**src/hdl/pckp_pkg.sv**
```systemverilog
// shared types, constants and codes of the plasma colour-keyed pixel core
package pckp_pkg;

  localparam int unsigned TABLE_DEPTH = 512;
  localparam int unsigned TABLE_WIDTH = 16;
  localparam int unsigned ADDR_W      = $clog2(TABLE_DEPTH);
  localparam int unsigned SUM_W       = (TABLE_WIDTH + 2 > 12) ? TABLE_WIDTH + 2 : 12;
  localparam int unsigned ADDR_SUM_W  = 13;

  localparam int unsigned CFG_IDX_W   = 3;
  localparam int unsigned CFG_DATA_W  = 9;
  localparam int unsigned PHASE_W     = 9;

  localparam logic [CFG_IDX_W-1:0] CFG_KEY_RED     = 3'd0;
  localparam logic [CFG_IDX_W-1:0] CFG_KEY_GREEN   = 3'd1;
  localparam logic [CFG_IDX_W-1:0] CFG_KEY_BLUE    = 3'd2;
  localparam logic [CFG_IDX_W-1:0] CFG_VERT_START  = 3'd3;
  localparam logic [CFG_IDX_W-1:0] CFG_HORIZ_START = 3'd4;
  localparam logic [CFG_IDX_W-1:0] CFG_VERT_FIXED  = 3'd5;
  localparam logic [CFG_IDX_W-1:0] CFG_HORIZ_FIXED = 3'd6;

  localparam logic [PHASE_W-1:0] VERT_STEP  = 9'd9;
  localparam logic [PHASE_W-1:0] HORIZ_STEP = 9'd8;

  typedef enum logic [1:0] {
    REQ_WRITE = 2'd0,
    REQ_PIXEL = 2'd1,
    REQ_FRAME = 2'd2
  } req_e;

  typedef logic signed [TABLE_WIDTH-1:0] word_t;
  typedef logic [ADDR_W-1:0]             addr_t;

  typedef struct packed {
    logic [7:0] red;
    logic [7:0] green;
    logic [7:0] blue;
  } rgb_t;

endpackage

```
**src/hdl/pckp_shade.sv**
```systemverilog
// wave sum, palette lookup and colour-key replacement
module pckp_shade (
  input  pckp_pkg::word_t word0_i,
  input  pckp_pkg::word_t word1_i,
  input  pckp_pkg::word_t word2_i,
  input  pckp_pkg::word_t word3_i,
  input  pckp_pkg::rgb_t  key_i,
  input  pckp_pkg::rgb_t  pixel_i,
  output pckp_pkg::rgb_t  colour_o,
  output logic            replaced_o
);

  logic signed [pckp_pkg::SUM_W-1:0] sum;
  logic [7:0]                        pal_idx;
  logic [7:0]                        quad;
  logic [7:0]                        pal_red;
  logic [7:0]                        pal_green;

  always_comb begin
    sum = pckp_pkg::SUM_W'(word0_i) + pckp_pkg::SUM_W'(word1_i)
        + pckp_pkg::SUM_W'(word2_i) + pckp_pkg::SUM_W'(word3_i);
    pal_idx = sum[11:4] + 8'd128;
    quad    = {pal_idx[5:0], 2'b00};
    case (pal_idx[7:6])
      2'd0: begin
        pal_red   = 8'd254 - quad;
        pal_green = quad;
      end
      2'd1: begin
        pal_red   = quad + 8'd1;
        pal_green = 8'd255;
      end
      2'd2: begin
        pal_red   = 8'd254 - quad;
        pal_green = 8'd254 - quad;
      end
      default: begin
        pal_red   = quad + 8'd1;
        pal_green = 8'd0;
      end
    endcase
  end

  always_comb begin
    replaced_o = (pixel_i == key_i);
    if (replaced_o) begin
      colour_o.red   = pal_red;
      colour_o.green = pal_green;
      colour_o.blue  = 8'd0;
    end else begin
      colour_o = pixel_i;
    end
  end

endmodule
```
**config.mk**
```make
export PLATFORM = sky130hd
export DESIGN_NAME = pckp_shade
export DESIGN_NICKNAME = d
export VERILOG_FILES = /design/src/hdl/pckp_pkg.sv /design/src/hdl/pckp_shade.sv
export SDC_FILE = /design/constraint.sdc
export NUM_CORES = 1
export LEC_CHECK = 0
export ABC_AREA = 1
export ABC_CLOCK_PERIOD_IN_PS = 10900
export BUFFER_PORTS_ARGS = -buffer_cell sky130_fd_sc_hd__buf_4
export CORE_MARGIN = 3
export CORE_UTILIZATION = 40
export DETAILED_ROUTE_END_ITERATION = 7
export PLACE_DENSITY = 0.73
export REMOVE_ABC_BUFFERS = 1
export SLEW_MARGIN = 20
export SYNTH_ARGS = -nofsm -noshare
export SYNTH_HDL_FRONTEND = slang
export SYNTH_SLANG_ARGS = --single-unit
```
**constraint.sdc**
```tcl
create_clock -name vclk -period 10.9
set_input_delay 2.18 -clock vclk [all_inputs]
set_output_delay 2.18 -clock vclk [all_outputs]
set_load 0.005 [all_outputs]
```
==> impl_metrics.csv <==
group,metric,value,unit
global_route,overflow,0,
sta,period_share,74.6,%
final_layout,seqCellArea,0,um2
power_and_ir_drop,p_leak,0.00189,uW
logic_synthesis,avgSynthCellArea,6.01,um2
power_and_ir_drop,vdd_drop_max,0.0933,mV
hold_path,hp-class,"input pin to primary output",
logic_synthesis,yosysTopAreaCell,"fa_1",
logic_synthesis,ys_seq_area_share,0,%
logic_synthesis,synth_warnings,0,
final_layout,drive_gt1_share,29.5,%
run,cap_violations,0,
floorplanning,num_rows,25,
critical_path,endpoint_kind,"primary output",
power_and_ir_drop,p_int,133,uW
floorplanning,initial_utilization,42.0,%
logic_synthesis,synth_area_leaders,"fa_1 (21%), nand2_1 (19%), inv_1 (17%), ha_1 (9.3%), xor2_1 (7.8%)",
sta,fin_crit,8.13,ns
clock_network,cts.repair.resized,0,
sta,max_slew_margin,77.1,%
power_and_ir_drop,power_density,107,nW/um2
logic_synthesis,yosys-top-cells-count,"nand2_1 (100), inv_1 (94), nand3_1 (25), fa_1 (21), xor2_1 (18)",
final_layout,area_growth,47.8,%
logic_synthesis,synth_most_common_cell,"nand2_1",
sta,finalSetupTns,0,ns
critical_path,arrival,5.95,ns
power_and_ir_drop,power_switching,187,uW
critical_path,start_kind,"input pin",
power_and_ir_drop,comb_power_share,100.0,%
drt,vias,2305,
sta,rsz0062_at_grt,"false",
floorplanning,die_area,5950,um2
outcome,status,"finished, final reports clean",
floorplanning,die_w,77.1,um
global_route,grt_pass1_wl,9.00,mm
drt,top_layer,"met4",
drt,vias_per_cell,4.42,
logic_synthesis,netlist_area,2020,um2
logic_synthesis,yosysUniqueCellTypes,29,
drt,drc,0,
power_and_ir_drop,power_frac_clock,0,%
floorplanning,num_io_pins,137,
floorplanning,die_y,77.1,um
drt,ant_nets,0,
power_and_ir_drop,swShare,58.4,%
drt,wl_met3,230,um
critical_path,cp.required,8.72,ns
sta,hold_viol,0,
critical_path,path_max_fanout,7,
drt,wl_met1,2.15,mm
floorplanning,coreArea,4820,um2
sta,tightest_slew,0.342,ns
final_layout,fill_cells,494,
sta,slew_violations,0,
placement,dp_hpwl,4.76,mm
sta,whs,4.63,ns
logic_synthesis,yosys.area.top_type_share,20.8,%
global_route,antenna_found_initial,0,
final_layout,fin_nets,605,
placement,gp_congestion,0.843,
global_route,grt_pass1_vias,2259,
drt,routed_wl,5.15,mm
drt,first_iter_violations,83,
drt,dr.pass1.iters,4,
clock_network,hold_buffers,0,
drt,wire_per_inst,9.87,um
sta,timing.fmax,0.123,GHz
final_layout,clockBufferCount,0,
final_layout,diodes,0,
sta,setup_viol_count_final,0,
final_layout,nFlopsAndLatches,0,
logic_synthesis,syn_inst,337,
global_route,grt_usage,17.3,%
clock_network,post-cts-setup-buffers,0,
drt,wl_met2,2.76,mm
power_and_ir_drop,p_seq_share,0,%
critical_path,worstSetupPathType,"input pin to primary output",
global_route,grt_max_degree,25,
placement,port_buffers,121,
## stage by stage
step                      worst slack, ns  cell area, um2  total power [uW]  std cells  utilization [%]
final                                2.77            2990               321        522             62.1
after detailed placement             2.78            2990               320        522             62.1
after global placement               2.82            2990               314        522             62.1
after CTS                            2.77            2990               322        522             62.1
after global routing                 2.51            2990               369        522             62.1
after floorplan                      3.38            2000               238        334                -
## power groups by stage
| stage | clock (uW) | combinational [uW] | sequential, uW |
|---|---|---|---|
| after floorplan | 0 | 238 | 0 |
| final | 0 | 321 | 0 |
| after global placement | 0 | 314 | 0 |
| after CTS | 0 | 322 | 0 |
| after detailed placement | 0 | 320 | 0 |
| after global routing | 0 | 369 | 0 |
## cell type report
class / count / area (um2) / share of cell area [%]
Timing Repair Buffer: 121 / 908 / 30.4
Multi-Input combinational cell: 237 / 1630 / 54.5
Inverter: 97 / 369 / 12.3
Tap cell: 67 / 83.8 / 2.80
## layer usage
| metal | global-route usage [%] | vias to the layer above |
|---|---|---|
| met3 | 1.41 | 2 |
| met1 | 20.7 | 1035 |
| li1 | - | 1216 |
| met5 | 0 | - |
| met2 | 34.5 | 52 |
| met4 | 0.712 | 0 |
## critical path: stages
cell and delay, ns:
buf_4 0.07, inv_1 0.04, fa_1 0.49, fa_1 0.51, inv_1 0.04, ha_1 0.35, inv_1 0.12, o21ai_0 0.14
a21oi_1 0.19, nand3_1 0.11, nand2_2 0.10, nand2_2 0.07, xnor2_2 0.22, inv_2 0.08, ha_1 0.29, nor2_1 0.33
inv_1 0.19, xor2_1 0.19, nand2_1 0.06, nand2_1 0.05, buf_4 0.13
## cells by family (layout without fill, tap and decap cells)
logic type	count (synthesis)	in the layout	share of synthesized area (%)
compound gates	15	15	4.20
buf+inv	100	218	19.5
fa+ha+maj	36	36	30.0
simple gates	157	157	33.4
xor+xnor	29	29	12.9
## final timing paths
check	endpoint	cells after the start	slack, ns	startpoint
max	colour_o[20]	21	2.77	word0_i[7]
min	colour_o[1]	4	4.63	pixel_i[1]
## cells in the final DEF (no fill, tap or decap)
cell and instances:
a21oi_1 4, a21oi_2 1, and2_1 1, buf_4 121, clkinv_4 1, fa_1 21, ha_1 15, inv_1 94
inv_2 2, nand2_1 100, nand2_2 3, nand2_4 1, nand3_1 25, nand3_2 1, nand4_1 5, nor2_1 16
nor2_2 2, nor2_4 1, nor3b_1 1, o21a_1 1, o21ai_0 4, o21ai_1 3, o21bai_1 1, o22ai_1 1
or2_1 1, xnor2_1 10, xnor2_2 1, xor2_1 18
No activity file was read; power rests on OpenSTA's default activity.
